==> src/rtl/core/windowed_masked_histogram_top_defines.svh <==
// Assertion macros shared by the histogram block.
`ifndef WINDOWED_MASKED_HISTOGRAM_TOP_DEFINES_SVH
`define WINDOWED_MASKED_HISTOGRAM_TOP_DEFINES_SVH
`ifndef NO_ASSERTIONS
// Same-cycle implication, disabled during reset.
`define WMH_ASSERT_IMP(label, clk, rst_n, ante, cons, msg) \
    label: assert property (@(posedge clk) disable iff (!rst_n) (ante) |-> (cons)) \
        else $error(msg);
// Next-cycle implication, disabled during reset.
`define WMH_ASSERT_NEXT(label, clk, rst_n, ante, cons, msg) \
    label: assert property (@(posedge clk) disable iff (!rst_n) (ante) |=> (cons)) \
        else $error(msg);
`else
`define WMH_ASSERT_IMP(label, clk, rst_n, ante, cons, msg)
`define WMH_ASSERT_NEXT(label, clk, rst_n, ante, cons, msg)
`endif
`endif

==> src/rtl/core/wmh_pkg.sv <==
// Types, codes and constants of the windowed masked histogram.
package wmh_pkg;
    localparam int NUM_BINS_DEF    = 65536;
    localparam int COUNT_WIDTH_DEF = 32;
    localparam int CLAMP_MAX_DEF   = 4095;
    localparam int BIN_W           = 16;
    localparam int TOTAL_W         = 32;
    localparam int PADDR_W         = 5;
    localparam int QUEUE_DEPTH     = 2;
    localparam logic [12:0] BOX_END_RESET = 13'd4096;

    typedef enum logic [1:0] {
        FMT_U8  = 2'd0,
        FMT_U16 = 2'd1,
        FMT_U12 = 2'd2,
        FMT_ALT = 2'd3
    } fmt_t;

    typedef enum logic [1:0] {
        MODE_ACC   = 2'd0,
        MODE_CLEAR = 2'd1,
        MODE_READ  = 2'd2,
        MODE_NONE  = 2'd3
    } mode_t;

    typedef enum logic [1:0] {
        OP_NOP   = 2'd0,
        OP_COUNT = 2'd1,
        OP_CLEAR = 2'd2,
        OP_READ  = 2'd3
    } op_t;

    typedef enum logic [2:0] {
        REG_FORMAT    = 3'd0,
        REG_USE_MASK  = 3'd1,
        REG_COL_FIRST = 3'd2,
        REG_ROW_FIRST = 3'd3,
        REG_COL_END   = 3'd4,
        REG_ROW_END   = 3'd5
    } reg_idx_t;

    typedef enum logic [1:0] {
        B_SWEEP = 2'd0,
        B_IDLE  = 2'd1,
        B_WAIT  = 2'd2
    } back_state_t;

    typedef struct packed {
        op_t              op;
        logic [BIN_W-1:0] addr;
    } cmd_t;

    typedef struct packed {
        fmt_t        format;
        logic        use_mask;
        logic [11:0] col_first;
        logic [11:0] row_first;
        logic [12:0] col_end;
        logic [12:0] row_end;
    } cfg_t;

    typedef struct packed {
        logic sweeping;
        logic result_held;
    } back_status_t;
endpackage

==> src/rtl/core/wmh_if.sv <==
// Request and result channel interfaces of the histogram block.
interface wmh_in_if import wmh_pkg::*; ();
    logic             valid;
    logic             ready;
    logic [1:0]       mode;
    logic [11:0]      row;
    logic [11:0]      col;
    logic [15:0]      pixel;
    logic [7:0]       mask_byte;
    logic [BIN_W-1:0] bin_index;

    modport source (output valid, mode, row, col, pixel, mask_byte, bin_index, input ready);
    modport sink (input valid, mode, row, col, pixel, mask_byte, bin_index, output ready);
endinterface


==> src/rtl/core/wmh_front.sv <==
// Front end: takes requests and classifies them into bin commands.
module wmh_front import wmh_pkg::*; #(
    parameter int NUM_BINS  = NUM_BINS_DEF,
    parameter int CLAMP_MAX = CLAMP_MAX_DEF
) (
    wmh_in_if.sink pix_in,
    input  cfg_t   cfg,
    input  logic   q_full,
    output logic   push,
    output cmd_t   cmd
);
    logic             in_box;
    logic             qualifies;
    logic [BIN_W-1:0] bin;
    logic             bin_ok;
    logic             idx_ok;

    always_comb
    begin
        in_box = ({1'b0, pix_in.row} >= {1'b0, cfg.row_first}) &&
                 ({1'b0, pix_in.row} < cfg.row_end) &&
                 ({1'b0, pix_in.col} >= {1'b0, cfg.col_first}) &&
                 ({1'b0, pix_in.col} < cfg.col_end);
        qualifies = cfg.use_mask ? (pix_in.mask_byte != 8'd0) : in_box;

        case (cfg.format)
            FMT_U8:  bin = {{(BIN_W-8){1'b0}}, pix_in.pixel[7:0]};
            FMT_U12: bin = (pix_in.pixel > BIN_W'(CLAMP_MAX)) ? BIN_W'(CLAMP_MAX)
                                                              : pix_in.pixel;
            default: bin = pix_in.pixel;
        endcase

        bin_ok = {1'b0, bin} < (BIN_W+1)'(NUM_BINS);
        idx_ok = {1'b0, pix_in.bin_index} < (BIN_W+1)'(NUM_BINS);

        cmd.addr = bin;
        cmd.op   = OP_NOP;
        case (mode_t'(pix_in.mode))
            MODE_ACC:
            begin
                cmd.op = (qualifies && bin_ok) ? OP_COUNT : OP_NOP;
            end
            MODE_CLEAR:
            begin
                cmd.op = OP_CLEAR;
            end
            MODE_READ:
            begin
                cmd.op   = idx_ok ? OP_READ : OP_NOP;
                cmd.addr = pix_in.bin_index;
            end
            default:
            begin
                cmd.op = OP_NOP;
            end
        endcase
    end

    assign pix_in.ready = !q_full;
    assign push         = pix_in.valid && !q_full;
endmodule

==> src/flat_wrapper.sv <==
// flat-port wrapper written by rule: the top's interface ports become plain ports
module wmh_front_flat import wmh_pkg::*;
#(
    parameter int NUM_BINS  = NUM_BINS_DEF,
    parameter int CLAMP_MAX = CLAMP_MAX_DEF
)
  (cfg, q_full, push, cmd, pix_in_valid, pix_in_mode, pix_in_row, pix_in_col, pix_in_pixel, pix_in_mask_byte, pix_in_bin_index, pix_in_ready);
  wmh_in_if pix_in_i ();
  input  cfg_t cfg;
  input  logic q_full;
  output logic push;
  output cmd_t cmd;
  input wire logic [$bits(pix_in_i.valid)-1:0] pix_in_valid;
  input wire logic [$bits(pix_in_i.mode)-1:0] pix_in_mode;
  input wire logic [$bits(pix_in_i.row)-1:0] pix_in_row;
  input wire logic [$bits(pix_in_i.col)-1:0] pix_in_col;
  input wire logic [$bits(pix_in_i.pixel)-1:0] pix_in_pixel;
  input wire logic [$bits(pix_in_i.mask_byte)-1:0] pix_in_mask_byte;
  input wire logic [$bits(pix_in_i.bin_index)-1:0] pix_in_bin_index;
  output wire logic [$bits(pix_in_i.ready)-1:0] pix_in_ready;
  assign pix_in_i.valid = pix_in_valid;
  assign pix_in_i.mode = pix_in_mode;
  assign pix_in_i.row = pix_in_row;
  assign pix_in_i.col = pix_in_col;
  assign pix_in_i.pixel = pix_in_pixel;
  assign pix_in_i.mask_byte = pix_in_mask_byte;
  assign pix_in_i.bin_index = pix_in_bin_index;
  assign pix_in_ready = pix_in_i.ready;
  wmh_front #(.NUM_BINS(NUM_BINS), .CLAMP_MAX(CLAMP_MAX)) u_core (.pix_in(pix_in_i), .cfg(cfg), .q_full(q_full), .push(push), .cmd(cmd));
endmodule
==> config.mk <==
export PLATFORM = sky130hd
export DESIGN_NAME = wmh_front_flat
export DESIGN_NICKNAME = d
export VERILOG_FILES = /design/src/rtl/core/windowed_masked_histogram_top_defines.svh /design/src/rtl/core/wmh_pkg.sv /design/src/rtl/core/wmh_if.sv /design/src/rtl/core/wmh_front.sv /design/src/flat_wrapper.sv
export SDC_FILE = /design/constraint.sdc
export NUM_CORES = 1
export LEC_CHECK = 0
export BUFFER_PORTS_ARGS = -buffer_cell sky130_fd_sc_hd__buf_2
export CAP_MARGIN = 10
export CELL_PAD_IN_SITES_DETAIL_PLACEMENT = 0
export CELL_PAD_IN_SITES_GLOBAL_PLACEMENT = 2
export CORE_MARGIN = 1.5
export CORE_UTILIZATION = 17
export DETAILED_ROUTE_END_ITERATION = 6
export PLACE_DENSITY = 0.81
export SKIP_LAST_GASP = 1
export SYNTH_ARGS = -nofsm -noshare
export SYNTH_HDL_FRONTEND = slang
export SYNTH_SLANG_ARGS = --single-unit
export TNS_END_PERCENT = 5
==> constraint.sdc <==
create_clock -name vclk -period 2
set_input_delay 0.1 -clock vclk [all_inputs]
set_output_delay 0.1 -clock vclk [all_outputs]
set_load 0.1 [all_outputs]
[Word-level counts from Yosys, hierarchy flattened]
Index checks and enable logic that the tools add are counted.
Operators by class
  multiplexer cells: 6
  equality and inequality tests: 3
  $lt $le $gt $ge: 5
  reduce and logical (&&, ||, !) cells: 8
Operators by type and width (number)
  16-bit two-way mux: 2
  16-bit case mux with 2 select lines: 1
  12-bit by 13-bit < comparator with 1-bit output: 2
  12-bit greater-or-equal comparator: 2
  16-bit by 12-bit > comparator with 1-bit output, second input constant: 1
  8-bit nonzero test: 1
  2-bit case mux with 3 select lines: 1
  2-bit equality test, second input constant: 2
  1-bit logical AND: 4
  2-bit zero test: 2
  2-bit by 1-bit equality test with 1-bit output, second input constant: 1
  1-bit two-way mux: 2
  1-bit zero test: 1
Storage, ports and cells
  output and inout port bits: 20
  bits of input ports: 121
  bits in registers: 0
  word-level logic and storage cells: 22

[Logic depth before layout (Yosys ltp)]
  depth in word-level cells: 7
  depth in mapped cells: 8
  depth with buffers taken out: 8

[Worst setup path after synthesis]
Ideal clock, no wire load.
  path type: input port to output port
  from: in pix_in_mode[0]
  to: out cmd[11] (netlist name)
  arrival time: 2723 ps
  stages: 4
  buffers on the path: 1
  path slack: -823 ps
  cell sequence: inv_1 -> ha_1 -> clkbuf_1 -> o21ai_0
RTL lines
  start, declared: line flat_wrapper.sv:14  | input wire logic [$bits(pix_in_i.mode)-1:0] pix_in_mode;
  end, declared: line flat_wrapper.sv:12  | output cmd_t cmd;

==> summary.txt <==
Min path
  – Hold Crit Class: primary input to output pin
  – Instance count along the most critical hold path: 4

Synth
  – Synthesized-area fraction occupied by and/or/nand/nor cells: 17.2%
  – Synthesized netlist cell count: 220
  – Compound-Gate Fraction of Synth Area: 26.5%
  – Dominant combinational cell family by area after synthesis: adder cells
  – Cell type with the largest total area after synthesis: sky130_fd_sc_hd__ha_1
  – Number of warnings issued by yosys: 0
  – Cell area after synthesis: 1480 sq um
  – Mean instance size in the synthesized netlist: 6.73 sq um
  – Leading cell types by total area after synthesis: sky130_fd_sc_hd__ha_1 41%, sky130_fd_sc_hd__inv_1 15%, sky130_fd_sc_hd__a21oi_1 7.1%
  – Adder-cell area share of the yosys netlist: 40.6%
  – Number of distinct library cell variants in the gate-level netlist after synthesis: 30
  – Post-synthesis sequential area ratio: 0%
  – Synth top area share: 40.6%
  – Multiplexer fraction of the synthesized cell area: 0%
  – Syn_nets: 389
  – Parity-gate share of the synthesized area counting xor and xnor cells: 0%

Critical path
  – Max FO, Critical Path: 2
  – Startpoint kind of the worst setup timing path: primary input
  – Type of element capturing the critical path: output pin
  – Classification of the worst setup path: primary input to output pin
  – Worst Path Required: 1900 ps
  – Arrival time of the worst setup path: 1820 ps

Placed design
  – Buffers added on ports: 141
  – Instance count after placement with tap cells included: 471
  – Worst slack, placed: -234 ps
  – HPWL after detailed placement: 4670 microns
  – Final weighted congestion in routability-driven placement: 0.740

Cells and area
  – Share of post-route cells with drive strength above 1: 44.5%
  – Number of flip-flops and latches: 0
  – Combined flip-flop and latch cell area: 0 sq um
  – Commonest cells after routing, fill and taps aside: 125 x sky130_fd_sc_hd__buf_2, 58 x sky130_fd_sc_hd__inv_1, 46 x sky130_fd_sc_hd__ha_1
  – Net total in the final layout: 537
  – Most frequent standard cell in the layout excluding fill and tap cells: sky130_fd_sc_hd__buf_2
  – Antenna cells: 0
  – Synth-to-layout area growth: 81.6%
  – Number of standard cells in the layout, taps in and fillers out: 471
  – Clock Buffer Count: 0

STA
  – Unrepaired setup endpoints after global routing: no
  – Minimum hold slack: 590 ps
  – Final critical-path setup slack: 79.7 ps
  – Period utilisation layout: 96.0%
  – Top achievable clock speed: 0.521 GHz
  – Max-Slew Margin vs Limit: 67.1%
  – Max-slew violation count: 0
  – Final Hold Fails: 0
  – Final Setup Violations: 0
  – Clock period minus worst slack: 1920 ps
  – Actual slew at the worst max-slew pin: 497 ps

Floorplan
  – Die X: 96.3 microns
  – Die outline area: 9280 sq um
  – Placement Rows: 33
  – Starting utilization of the core area: 17.7%
  – Count of pins on the block boundary: 141
  – Core Region: 8340 sq um
  – Die Y-Extent: 96.3 microns

Run
  – MaxCap Viol Count: 0

Detailed routing
  – Drt wl/cell: 10.8 microns
  – First-pass detailed-route iteration total: 6
  – Ratio of routed vias to standard cells: 4.18
  – DRC violations left: 0
  – 1st-iter DRT viols: 19
  – Post-route antenna net violation count: 0
  – Total number of vias: 1967
  – Drt total wl: 5080 microns

Run status
  – Run status: finished clean

Global route
  – Largest net degree at the start of global routing: 25
  – Wire length of the first global-routing pass: 7270 microns
  – GRT overflow: 0
  – Vias in the first global route: 1768
  – Number of antenna violations at the first check in global routing: 0
  – Overall global routing resource usage: 9.63%

Power
  – Power density over the cells: 303 nW/um^2
  – Peak supply drop: 0.000111 V
  – Leakage component of the power: 0.00160 uW

CTS
  – Post-CTS setup buffer count: 0
  – # hold bufs at CTS: 0
[synth_stat cells]
library cell	n
sky130_fd_sc_hd__nor2_1	10
sky130_fd_sc_hd__o2111ai_1	1
sky130_fd_sc_hd__a21o_1	8
sky130_fd_sc_hd__nand4b_1	1
sky130_fd_sc_hd__a221o_1	1
sky130_fd_sc_hd__nor4b_1	1
sky130_fd_sc_hd__o21ai_2	1
sky130_fd_sc_hd__o21a_1	1
sky130_fd_sc_hd__ha_1	48
sky130_fd_sc_hd__a31oi_1	1
sky130_fd_sc_hd__nor2b_1	3
sky130_fd_sc_hd__nand2b_4	1
sky130_fd_sc_hd__nand2_1	16
sky130_fd_sc_hd__nor3_1	1
sky130_fd_sc_hd__a21oi_1	21
sky130_fd_sc_hd__clkbuf_1	3
sky130_fd_sc_hd__o22ai_1	5
sky130_fd_sc_hd__or4_1	1
sky130_fd_sc_hd__o211ai_1	1
sky130_fd_sc_hd__inv_1	59
sky130_fd_sc_hd__nand3_1	6
sky130_fd_sc_hd__a211oi_1	4
sky130_fd_sc_hd__and4b_1	1
sky130_fd_sc_hd__o21ai_0	14
sky130_fd_sc_hd__nor4_1	3
sky130_fd_sc_hd__nand4_1	3
sky130_fd_sc_hd__a2111oi_4	1
sky130_fd_sc_hd__a2111oi_1	1
sky130_fd_sc_hd__and4_1	2
sky130_fd_sc_hd__a2111oi_0	1
[metal layers]
layer | GRT usage (%) | wire, microns
met3 | 1.11 | 539
met1 | 10.9 | 2060
met5 | 0 | 0
met2 | 19.8 | 2490
met4 | 0.242 | 0
[cell families after synthesis]
group,count (synthesis)
AOI/OAI and AO/OA,61
adders and majority gates,48
buffers and inverters,62
and+or+nand+nor,49
[final timing paths]
check                                from       to  slack [ps]
worst max-delay path        pix_in_col[8]  cmd[16]          80
worst min-delay path  pix_in_bin_index[2]   cmd[2]         590
[repair_timing]
action,CTS,global route
setup endpoints to repair,1,1
hold endpoints to repair,0,0
gates cloned,0,0
pin swaps,10,4
resized for setup,14,4
[power breakdown]
group | total, uW | leakage (uW) | internal [uW] | switching (uW)
Clock | 0 | 0 | 0 | 0
Sequential | 0 | 0 | 0 | 0
Combinational | 815 | 0.00160 | 326 | 489
[metrics by stage]
stage	util (%)	total power, uW	cell area, sq um	setup TNS [ps]
2_1_floorplan	-	468	1480	-3640
4_1_cts	31.8	812	2660	0
5_1_grt	32.2	880	2690	0
6_report	32.2	815	2690	0
3_3_place_gp	30.9	783	2580	-196
3_5_place_dp	30.9	786	2580	-234
[cell type report]
type | count | area [sq um]
Fill cell | 898 | 5650
Multi-Input combinational cell | 158 | 1350
Timing Repair Buffer | 149 | 988
Inverter | 59 | 221
Tap cell | 105 | 131
[worst max-delay path, stage by stage]
cell,delay (ps)
sky130_fd_sc_hd__buf_2,110
sky130_fd_sc_hd__ha_1,310
sky130_fd_sc_hd__and4_1,200
sky130_fd_sc_hd__a221o_1,350
sky130_fd_sc_hd__o21ai_1,210
sky130_fd_sc_hd__o2111ai_4,150
sky130_fd_sc_hd__o21ai_2,200
sky130_fd_sc_hd__buf_12,200
Note: power is estimated with default switching activity, not from simulation.
