--- config.mk ---
export PLATFORM = sky130hd
export DESIGN_NAME = wmh_queue
export DESIGN_NICKNAME = d
export VERILOG_FILES = /design/src/rtl/core/windowed_masked_histogram_top_defines.svh /design/src/rtl/core/wmh_pkg.sv /design/src/rtl/core/wmh_queue.sv
export SDC_FILE = /design/constraint.sdc
export NUM_CORES = 1
export LEC_CHECK = 0
export BUFFER_PORTS_ARGS = -buffer_cell sky130_fd_sc_hd__buf_2
export CORE_MARGIN = 2
export CORE_UTILIZATION = 45
export DETAILED_ROUTE_END_ITERATION = 10
export PLACE_DENSITY = 0.79
export RECOVER_POWER = 25
export SLEW_MARGIN = 10
export SYNTH_ARGS = -nofsm -noshare
export SYNTH_HDL_FRONTEND = slang
export SYNTH_SLANG_ARGS = --single-unit
--- constraint.sdc ---
create_clock -name clk -period 1.6 [get_ports clk]
set_input_delay 0.08 -clock clk [delete_from_list [all_inputs] [get_ports clk]]
set_output_delay 0.08 -clock clk [all_outputs]
set_load 0.02 [all_outputs]
--- src/rtl/core/windowed_masked_histogram_top_defines.svh ---
// Assertion macros shared by the histogram block.
`ifndef WINDOWED_MASKED_HISTOGRAM_TOP_DEFINES_SVH
`define WINDOWED_MASKED_HISTOGRAM_TOP_DEFINES_SVH
`ifndef NO_ASSERTIONS
// Same-cycle implication, disabled during reset.
`define WMH_ASSERT_IMP(label, clk, rst_n, ante, cons, msg) \
    label: assert property (@(posedge clk) disable iff (!rst_n) (ante) |-> (cons)) \
        else $error(msg);
// Next-cycle implication, disabled during reset.
`define WMH_ASSERT_NEXT(label, clk, rst_n, ante, cons, msg) \
    label: assert property (@(posedge clk) disable iff (!rst_n) (ante) |=> (cons)) \
        else $error(msg);
`else
`define WMH_ASSERT_IMP(label, clk, rst_n, ante, cons, msg)
`define WMH_ASSERT_NEXT(label, clk, rst_n, ante, cons, msg)
`endif
`endif

--- src/rtl/core/wmh_pkg.sv ---
// Types, codes and constants of the windowed masked histogram.
package wmh_pkg;
    localparam int NUM_BINS_DEF    = 65536;
    localparam int COUNT_WIDTH_DEF = 32;
    localparam int CLAMP_MAX_DEF   = 4095;
    localparam int BIN_W           = 16;
    localparam int TOTAL_W         = 32;
    localparam int PADDR_W         = 5;
    localparam int QUEUE_DEPTH     = 2;
    localparam logic [12:0] BOX_END_RESET = 13'd4096;

    typedef enum logic [1:0] {
        FMT_U8  = 2'd0,
        FMT_U16 = 2'd1,
        FMT_U12 = 2'd2,
        FMT_ALT = 2'd3
    } fmt_t;

    typedef enum logic [1:0] {
        MODE_ACC   = 2'd0,
        MODE_CLEAR = 2'd1,
        MODE_READ  = 2'd2,
        MODE_NONE  = 2'd3
    } mode_t;

    typedef enum logic [1:0] {
        OP_NOP   = 2'd0,
        OP_COUNT = 2'd1,
        OP_CLEAR = 2'd2,
        OP_READ  = 2'd3
    } op_t;

    typedef enum logic [2:0] {
        REG_FORMAT    = 3'd0,
        REG_USE_MASK  = 3'd1,
        REG_COL_FIRST = 3'd2,
        REG_ROW_FIRST = 3'd3,
        REG_COL_END   = 3'd4,
        REG_ROW_END   = 3'd5
    } reg_idx_t;

    typedef enum logic [1:0] {
        B_SWEEP = 2'd0,
        B_IDLE  = 2'd1,
        B_WAIT  = 2'd2
    } back_state_t;

    typedef struct packed {
        op_t              op;
        logic [BIN_W-1:0] addr;
    } cmd_t;

    typedef struct packed {
        fmt_t        format;
        logic        use_mask;
        logic [11:0] col_first;
        logic [11:0] row_first;
        logic [12:0] col_end;
        logic [12:0] row_end;
    } cfg_t;

    typedef struct packed {
        logic sweeping;
        logic result_held;
    } back_status_t;
endpackage

--- src/rtl/core/wmh_queue.sv ---
// Short command queue between the front and back ends.
module wmh_queue import wmh_pkg::*; (
    input  logic clk,
    input  logic rst_n,
    input  logic push,
    input  cmd_t push_cmd,
    input  logic pop,
    output cmd_t head,
    output logic full,
    output logic empty
);
    localparam int PW = $clog2(QUEUE_DEPTH);

    cmd_t          entry_reg [QUEUE_DEPTH];
    logic [PW-1:0] wr_ptr_reg;
    logic [PW-1:0] rd_ptr_reg;
    logic [PW:0]   count_reg;

    always_ff @(posedge clk or negedge rst_n)
    begin
        if (!rst_n)
        begin
            wr_ptr_reg <= '0;
            rd_ptr_reg <= '0;
            count_reg  <= '0;
        end
        else
        begin
            if (push)
            begin
                wr_ptr_reg <= wr_ptr_reg + PW'(1);
            end
            if (pop)
            begin
                rd_ptr_reg <= rd_ptr_reg + PW'(1);
            end
            count_reg <= count_reg + (PW+1)'(push) - (PW+1)'(pop);
        end
    end

    always_ff @(posedge clk)
    begin
        if (push)
        begin
            entry_reg[wr_ptr_reg] <= push_cmd;
        end
    end

    assign head  = entry_reg[rd_ptr_reg];
    assign full  = count_reg == (PW+1)'(QUEUE_DEPTH);
    assign empty = count_reg == '0;
endmodule

[After elaboration in Yosys (flattened, before gate mapping)]
Memory sizes are Yosys's and may differ from the RTL's.
Cells that the tools add are included.
Word-level totals
  register bits: 4
  RAM bits: 36
  bits of input ports: 22
  output and inout bits: 20
  logic and storage cells: 12
  memories: 1
Cells by class
  add/subtract/negate cells: 4
  eq/ne operators: 1
  mux-type cells: 2
  reductions and logical operators: 1
Memory list
  entry_reg: depth 2, bits a word 18, rd ports 1, clocked after memory_dff 0, write ports 1, line wmh_queue.sv:14  | cmd_t entry_reg [QUEUE_DEPTH];
Operators with widths (number)
  adder 1 bit, second input constant: 2
  adder 2 x 1 -> 2 bit: 1
  == test 2 bit, second input constant: 1
  logical NOT 2 bit: 1
  2-to-1 mux 1 bit: 2
  subtractor 2 x 1 -> 2 bit: 1

[Longest topological paths before layout]
Gate-level depths: netlist of the first run.
  depth in word-level cells: 2
  mapped depth: 5
  mapped depth without buffers: 5

[Worst setup path before layout of the first run]
Ideal clock, no wire load.
  path type: register to register
  start point: register wr_ptr_reg
  end point: memory entry_reg[0][0] (netlist bit), enable pin
  library setup time: 0.395 ns
  data arrival time: 1.227 ns
  required time: 1.205 ns
  slack: -0.021 ns
  cell stages (with the launch flop): 2
  path buffers: 0
  clock period less this slack: 1.621 ns
  cells stage by stage: dfrtp_1 nor2b_1
RTL lines
  start, declared: line wmh_queue.sv:15  | logic [PW-1:0] wr_ptr_reg;
  start signal, assigned: line wmh_queue.sv:31  | wr_ptr_reg <= wr_ptr_reg + PW'(1);
  end, declared: line wmh_queue.sv:14
No word-level cell before the write port.

==> results of run 1 <==
timing repair:
item,4_1_cts,5_1_grt
gates cloned,0,1
hold buffers,21,0
setup endpoints to repair,8,7
resized for setup,1,14
endpoints found under the hold margin,42,0
per-stage QoR:
| step | setup TNS (ns) | instances |
|---|---|---|
| CTS | 0 | 188 |
| finish | 0 | 189 |
| detailed placement | 0 | 159 |
| global placement | 0 | 159 |
| global route | -0.122 | 189 |
| floorplan | 0 | 71 |
power breakdown:
group	total [uW]	leakage, uW	internal (uW)	switching, uW
Sequential	1510	0.000383	1400	107
Clock	725	0.0000515	415	310
Combinational	1430	0.000468	753	678
Total	3660	0.000903	2570	1090
cell usage in the layout, fill, tap and decap left out:
cell / count
clkbuf_16: 1
nor2b_2: 1
dfrtp_1: 3
inv_1: 2
mux2_4: 11
bufinv_16: 1
mux2_2: 7
nor2b_1: 1
dfrtp_2: 1
ha_1: 2
xor3_1: 1
buf_4: 4
clkbuf_8: 2
buf_2: 31
xor2_1: 2
nor2_1: 1
and2_1: 1
clkbuf_4: 5
buf_6: 5
buf_12: 1
dlygate4sd3_1: 21
clkbuf_2: 2
clkbuf_1: 1
edfxtp_1: 36
how the worst min path moves through the flow:
stage / startpoint / end / slack (ns) / cells past startpoint
floorplan: rst_n / count_reg[0]$_DFF_PN0_ / -0.22 / 0
global placement: rst_n / count_reg[0]$_DFF_PN0_ / -0.10 / 1
detailed placement: rst_n / count_reg[0]$_DFF_PN0_ / -0.10 / 1
CTS: rst_n / rd_ptr_reg$_DFFE_PN0P_ / 0.04 / 2
global route: rst_n / rd_ptr_reg$_DFFE_PN0P_ / 0.09 / 2
finish: rst_n / rd_ptr_reg$_DFFE_PN0P_ / 0.09 / 2
cell usage after synthesis:
master / number / area, um^2
buf_12: 1 / 20.0
xor3_1: 1 / 23.8
and2_1: 1 / 6.26
inv_1: 2 / 7.51
nor2_1: 1 / 3.75
xor2_1: 2 / 17.5
dfrtp_1: 4 / 100
nor2b_1: 2 / 12.5
edfxtp_1: 36 / 1080
mux2_2: 9 / 101
ha_1: 2 / 25.0
buf_6: 1 / 11.3
mux2_4: 9 / 135
critical path, cell delays in order, from the launching register on:
cell and delay [ns]:
dfrtp_2 0.49, clkbuf_16 0.20, mux2_4 0.29, buf_2 0.16
layer usage:
| layer | global-route usage, % | vias to the layer above | routed length, um |
|---|---|---|---|
| li1 | - | 410 | - |
| met1 | 14.2 | 413 | 971 |
| met2 | 24.9 | 31 | 1420 |
| met5 | 0 | - | 0 |
| met4 | 9.17 | 0 | 82 |
| met3 | 6.13 | 7 | 136 |
area by class of cell:
cell class              count  area share (%)
clock buffers               7            2.97
clock inverters             1            1.37
inverters                   2           0.343
multi-input cells          27            15.3
flip-flops and latches     40            54.0
well taps                  46            2.63
repair buffers             66            23.3
kinds of logic after synthesis:
group | share of synthesized area [%]
XOR/XNOR | 2.67
multiplexers | 15.3
flip-flops | 76.4
adder cells (fa/ha/maj) | 1.62
AND/OR/NAND/NOR | 1.46
buffers and inverters | 2.51
==> reports/metrics.csv, run 1 <==
metric;value;unit
Post-Syn Nets;95;
fin nets;166;
layout cells sized above 1;50.3;%
reg2reg end;count_reg[1]$_DFF_PN0_;
final core occ;66.1;%
Total Routed Length;2.61;mm
Critical Path Sink Type;output port;
Die W;62.6;um
CTS buffer count;5;
Routed wire per std cell;13.8;um
Fill cells;244;
endpoints failing setup;0;
CP required;1.52;ns
Clock transition at path regs;0.11;ns
Pre-antenna DRT Iters;3;
maxcap violations;0;
CTS tree;built;
CP Max Fanout;8;
Skew-Pair Late Insertion Delay;0.34;ns
crit path kind;reg -> out;
antenna fix cells;0;
starting density of the core;46.7;%
Final Hold Fails;0;
Reg2Reg Depth;5;
Cells after Synth;71;
fmax;640;MHz
area of the core;3310;um^2
DRC;0;
I/O pin count;42;
max FFs per register;36;
dpl hpwl;1.57;mm
P per Cell Area;1670;nW/um^2
Mean Syn Cell Area;21.8;um^2
Via-to-Cell Ratio;4.56;
clock sink count;40;
row cnt;21;
Yosys cell types;13;
Final GP Congestion;0.641;
CP startpoint kind;register;
H-tree depth;2;
FF/Latch Area;1180;um^2
post-synthesis cell area;1550;um^2
iteration-0 DRC count of the detailed router;12;
vias in the first global route;864;
CTS max path bufs;2;
port bufs;41;
Max transition margin;83.7;%
worst reg2reg startpoint;count_reg[0]$_DFF_PN0_;
Yosys warnings;0;
P&R area growth vs syn;41.6;%
grt ovf;0;
first-pass GRT wire length;4.03;mm
Die ar.;3920;um^2
total number of vias;861;
Worst Hold Class;in -> async;
largest net degree at the start of global routing;19;
Final Skew;0.00767;ns
Post-CTS Setup Bufs;0;
CP startpoint;rd_ptr_reg$_DFFE_PN0P_;
Final Cycle Share;97.7;%
Slew @ Worst Pin;0.244;ns
WP data arrival;1.48;ns
Final Slew Violations;0;
Tmin final;1.56;ns
Final Cell Area;2190;um^2
Chip Height;62.6;um
Static Leakage;0.000903;uW
VDD IR-drop max;0.860;mV
DP Area;1810;um^2
CP endpoint;head[10];
status;finished clean;
post-route ant nets;0;
Total GRT Usage;14.4;%
Post-Place Worst Slack;0.353;ns
multi-input logic area;335;um^2
worst reg2reg setup slack;0.39;ns
WHS;0.0856;ns
initial antenna violation count;0;
RSZ-0062 raised after global routing;true;
CTS Root Cell;clkbuf_4;
Total Power;3660;uW
flops & latches, synth;40;
final worst slack;0.0366;ns
Seq/Total Area, Yosys;76.4;%
(Power assumes the default switching activity.)
==> run 2, diff against run 1 <==
--- a/config.mk
+++ b/config.mk
@@ -6,7 +6,6 @@
 export NUM_CORES = 1
 export LEC_CHECK = 0
 export BUFFER_PORTS_ARGS = -buffer_cell sky130_fd_sc_hd__buf_2
-export CORE_MARGIN = 2
 export CORE_UTILIZATION = 45
 export DETAILED_ROUTE_END_ITERATION = 10
 export PLACE_DENSITY = 0.79
==> run 2 against run 1 <==
Compared with the run above: final cell count did not move; critical path depth stayed put; cell area decreased by 4.9%; clock-buffer cell count unchanged; largest cell class unchanged; largest power group unchanged; highest routed layer unchanged.
==> reports/metrics.csv, run 2 (synthesis results as in run 1) <==
metric;value;unit
status;finished clean;
Total Routed Length;2.44;mm
CP Max Fanout;10;
CTS tree;built;
crit path kind;reg -> out;
CTS max path bufs;2;
layout cells sized above 1;44.1;%
total number of vias;857;
CTS resizes;0;
Static Leakage;0.000842;uW
initial antenna violation count;0;
CP startpoint kind;register;
VDD IR-drop max;0.913;mV
clock sink count;40;
vias in the first global route;888;
Total GRT Usage;15.6;%
Die W;60.6;um
FF/Latch Area;1180;um^2
Worst Hold Class;in -> async;
CTS Root Cell;clkbuf_4;
P&R area growth vs syn;34.7;%
Clock transition at path regs;0.11;ns
P per Cell Area;1570;nW/um^2
I/O pin count;42;
port bufs;41;
Final Slew Violations;0;
Fill cells;254;
Slew @ Worst Pin;0.229;ns
post-route ant nets;0;
H-tree depth;2;
Tmin final;1.48;ns
Post-CTS Setup Bufs;0;
DRC;0;
Final GP Congestion;0.608;
antenna fix cells;0;
fin nets;168;
max FFs per register;36;
Critical Path Sink Type;output port;
Skew-Pair Late Insertion Delay;0.34;ns
Die ar.;3670;um^2
dpl hpwl;1.69;mm
multi-input logic area;328;um^2
WHS;0.0919;ns
Max transition margin;84.8;%
grt met2 use;25.7;%
RSZ-0062 raised after global routing;false;
iteration-0 DRC count of the detailed router;11;
maxcap violations;0;
Final Cycle Share;92.7;%
Via-to-Cell Ratio;4.53;
endpoints failing setup;0;
fmax;674;MHz
Chip Height;60.6;um
Final Hold Fails;0;
most used routing layer in global routing;met2;
first-pass GRT wire length;3.84;mm
area of the core;3150;um^2
worst reg2reg setup slack;0.39;ns
row cnt;20;
Pre-antenna DRT Iters;4;
Routed wire per std cell;12.9;um
Post-Place Worst Slack;0.372;ns
CP required;1.52;ns
WP data arrival;1.40;ns
highest-count cells in the layout ignoring fill and taps;36 x edfxtp_1, 33 x buf_2, 21 x dlygate4sd3_1;
starting density of the core;49.0;%
GR Util met1;17.5;%
CTS buffer count;5;
most common cell after layout, fill and taps aside;edfxtp_1;
Fin Setup TNS;0;ns
grt ovf;0;
largest net degree at the start of global routing;13;
Final Skew;0.0114;ns
final worst slack;0.116;ns
met3 usage;6.40;%
## run 2: cell count changes in the layout (fill, tap and decap cells not counted), moves of 2 or more
cell / before / now
clkbuf_1: 1 / 9
buf_6: 5 / 0
buf_2: 31 / 33
buf_4: 4 / 6
clkbuf_2: 2 / 0
mux2_2: 7 / 9
mux2_4: 11 / 9
## run 2: worst max-delay path, cell delays in order, from the launching register on
cell and delay (ns):
dfrtp_1 0.36, buf_4 0.23, mux2_4 0.32, buf_2 0.16
## run 2: repair_timing
item	CTS	global route
setup endpoints to repair	0	0
hold buffers	21	0
hold endpoints to repair	42	0
## run 2: layout make-up
| class | count | share of cell area [%] |
|---|---|---|
| sequential | 40 | 56.8 |
| multi-input combinational | 27 | 15.8 |
| inverter | 2 | 0.361 |
| timing repair buffer | 68 | 21.6 |
| clock inverter | 1 | 0.180 |
| tap | 44 | 2.65 |
| clock buffer | 7 | 2.65 |
## run 2: final timing paths
path                                        start                         end  cells past startpoint
max                        rd_ptr_reg$_DFFE_PN0P_                     head[7]                      3
min                                         rst_n      count_reg[1]$_DFF_PN0_                      2
max reg2reg                count_reg[0]$_DFF_PN0_      count_reg[1]$_DFF_PN0_                      5
min reg2reg                wr_ptr_reg$_DFFE_PN0P_      wr_ptr_reg$_DFFE_PN0P_                      1
max in group asynchronous                   rst_n      count_reg[0]$_DFF_PN0_                      2
min in group clk                     push_cmd[13]  entry_reg[1][13]$_DFFE_PP_                      2
## run 2: where the power goes
group	internal, uW	switching [uW]	leakage (uW)	total (uW)
clock	211	296	0.0000329	507
sequential	1400	76.5	0.000384	1470
combinational	613	674	0.000425	1290
## run 2: metrics by stage
step	area [um^2]	std cells	power (uW)	utilization (%)
after detailed placement	1820	160	2770	57.8
after CTS	2090	189	3310	66.3
final	2080	189	3270	66.0
after global placement	1820	160	2720	57.8
after floorplan	1550	71	2440	-
after global routing	2080	189	3440	66.0
## run 2: routing by layer
metal,share of wire [%],vias up,routed length (um)
met1,40,412,979
met5,0,-,0
li1,-,421,-
met2,54,20,1310
met4,1.8,0,43
met3,4.3,4,106
==> run 3, diff against run 2 <==
--- a/config.mk
+++ b/config.mk
@@ -10,6 +10,7 @@
 export DETAILED_ROUTE_END_ITERATION = 10
 export PLACE_DENSITY = 0.79
 export RECOVER_POWER = 25
+export SETUP_SLACK_MARGIN = 0.5
 export SLEW_MARGIN = 10
 export SYNTH_ARGS = -nofsm -noshare
 export SYNTH_HDL_FRONTEND = slang
==> run 3 against run 2 <==
Compared with the run above: critical path depth is the same; worst setup slack worse by 0.040 ns; final cell count up 2.1%; wire length rose by 21%; clock power grew 25%; register-to-register slack about the same; combinational power grew 33%; global-route usage grew 1.7 points; sequential cell count unchanged; clock-buffer cell count down 1; critical endpoint is now head[14].
==> reports/metrics.csv, run 3 (synthesis results as in run 1) <==
metric;value;unit
Routed wire per std cell;15.3;um
crit-path cells;buf_12 > mux2_2 > buf_2;
largest net degree at the start of global routing;19;
VDD IR-drop max;1.02;mV
area of the core;3150;um^2
CTS tree;built;
WP data arrival;1.44;ns
most common cell after layout, fill and taps aside;edfxtp_1;
crit path kind;reg -> out;
CP required;1.52;ns
post-route ant nets;0;
Slew @ Worst Pin;0.241;ns
Final Cycle Share;95.2;%
CTS Root Cell;clkbuf_4;
vias in the first global route;877;
layout cells sized above 1;53.7;%
final core occ;72.3;%
port bufs;41;
dpl hpwl;1.62;mm
grt ovf;0;
Chip Height;60.6;um
slowest stage delay, CP;0.47;ns
Die ar.;3670;um^2
CP startpoint kind;register;
RSZ-0062 raised after global routing;true;
CP Max Fanout;9;
Final GP Congestion;0.614;
initial antenna violation count;0;
iteration-0 DRC count of the detailed router;13;
CTS buffer count;5;
CP max-delay cell;dfrtp_2;
fin nets;172;
max FFs per register;36;
Fill cells;229;
antenna fix cells;0;
placed insts;155;
Total GRT Usage;17.3;%
WHS;0.0397;ns
row cnt;20;
final worst slack;0.0760;ns
Final Slew Violations;0;
Critical Path Sink Type;output port;
Fin Setup TNS;0;ns
total number of vias;889;
Die W;60.6;um
Worst Hold Class;in -> reg;
H-tree depth;2;
status;finished clean;
Clock transition at path regs;0.11;ns
I/O pin count;42;
starting density of the core;49.0;%
P per Cell Area;1710;nW/um^2
first-pass GRT wire length;4.21;mm
Final Hold Fails;0;
Pre-antenna DRT Iters;4;
endpoints failing setup;0;
Max transition margin;83.9;%
Tmin final;1.52;ns
DRC;0;
Post-Place Worst Slack;0.324;ns
fmax;656;MHz
highest-count cells in the layout ignoring fill and taps;36 x edfxtp_1, 24 x buf_2, 20 x dlygate4sd3_1;
P&R area growth vs syn;47.6;%
Skew-Pair Late Insertion Delay;0.34;ns
CTS max path bufs;2;
non-filler cells, final;193;
maxcap violations;0;
Via-to-Cell Ratio;4.61;
Total Routed Length;2.95;mm
Final Skew;0.00499;ns
Static Leakage;0.000915;uW
clock sink count;40;
-- run 3: cell count changes in the layout (fill, tap and decap cells not counted), moves of 2 or more --
cell and delta:
buf_6 +14, buf_2 -9, clkbuf_1 -2, dfrtp_1 -2
dfrtp_2 +2, ha_1 -2, ha_4 +2, inv_1 -2
inv_2 +2
-- run 3: final timing paths --
path / cells past startpoint / endpoint / from / slack, ns
setup / recovery: 3 / head[14] / rd_ptr_reg$_DFFE_PN0P_ / 0.08
hold / removal: 2 / wr_ptr_reg$_DFFE_PN0P_ / push / 0.04
setup reg to reg: 5 / count_reg[1]$_DFF_PN0_ / count_reg[0]$_DFF_PN0_ / 0.39
hold reg to reg: 2 / wr_ptr_reg$_DFFE_PN0P_ / wr_ptr_reg$_DFFE_PN0P_ / 0.64
max in group asynchronous: 2 / rd_ptr_reg$_DFFE_PN0P_ / rst_n / 1.29
min in group asynchronous: 2 / count_reg[1]$_DFF_PN0_ / rst_n / 0.10
-- run 3: critical path: cells and delay by family, from the launching register on --
family	cells	cell delay (ns)
muxes	1	0.33
DFF	1	0.47
buffers and inverters	2	0.31
-- run 3: repair_timing --
action	in CTS	in global routing
cloned	1	2
setup endpoints to repair	58	46
hold buffers	20	0
pin swaps	1	0
buffers inserted	5	2
endpoints found under the hold margin	41	0
resized for setup	8	29
-- run 3: cell type report --
class	count	area (um^2)	share of cell area, %
clock inverters	2	35.0	1.54
inverters	2	7.51	0.329
repair buffers	71	583	25.6
well taps	44	55.1	2.41
flip-flops and latches	40	1180	51.9
clock buffers	6	41.3	1.81
multi-input cells	28	375	16.5
-- run 3: routing by layer --
metal	GRT usage [%]	up-vias	wire (um)
li1	-	425	-
met1	19.5	442	1160
met2	29.5	18	1660
met3	4.48	4	84
met4	10.7	0	51
met5	0	-	0
-- run 3: stage by stage --
step,power [uW],area [um^2]
after floorplan,2440,1550
after global placement,2670,1790
after detailed placement,2720,1790
after CTS,3530,2140
after global routing,4080,2280
final,3890,2280
-- run 3: report_power, final --
group	internal (uW)	leakage [uW]	total, uW	switching, uW
Combinational	955	0.000490	1720	769
Sequential	1400	0.000382	1530	127
Clock	328	0.0000422	635	308
Total	2690	0.000915	3890	1200
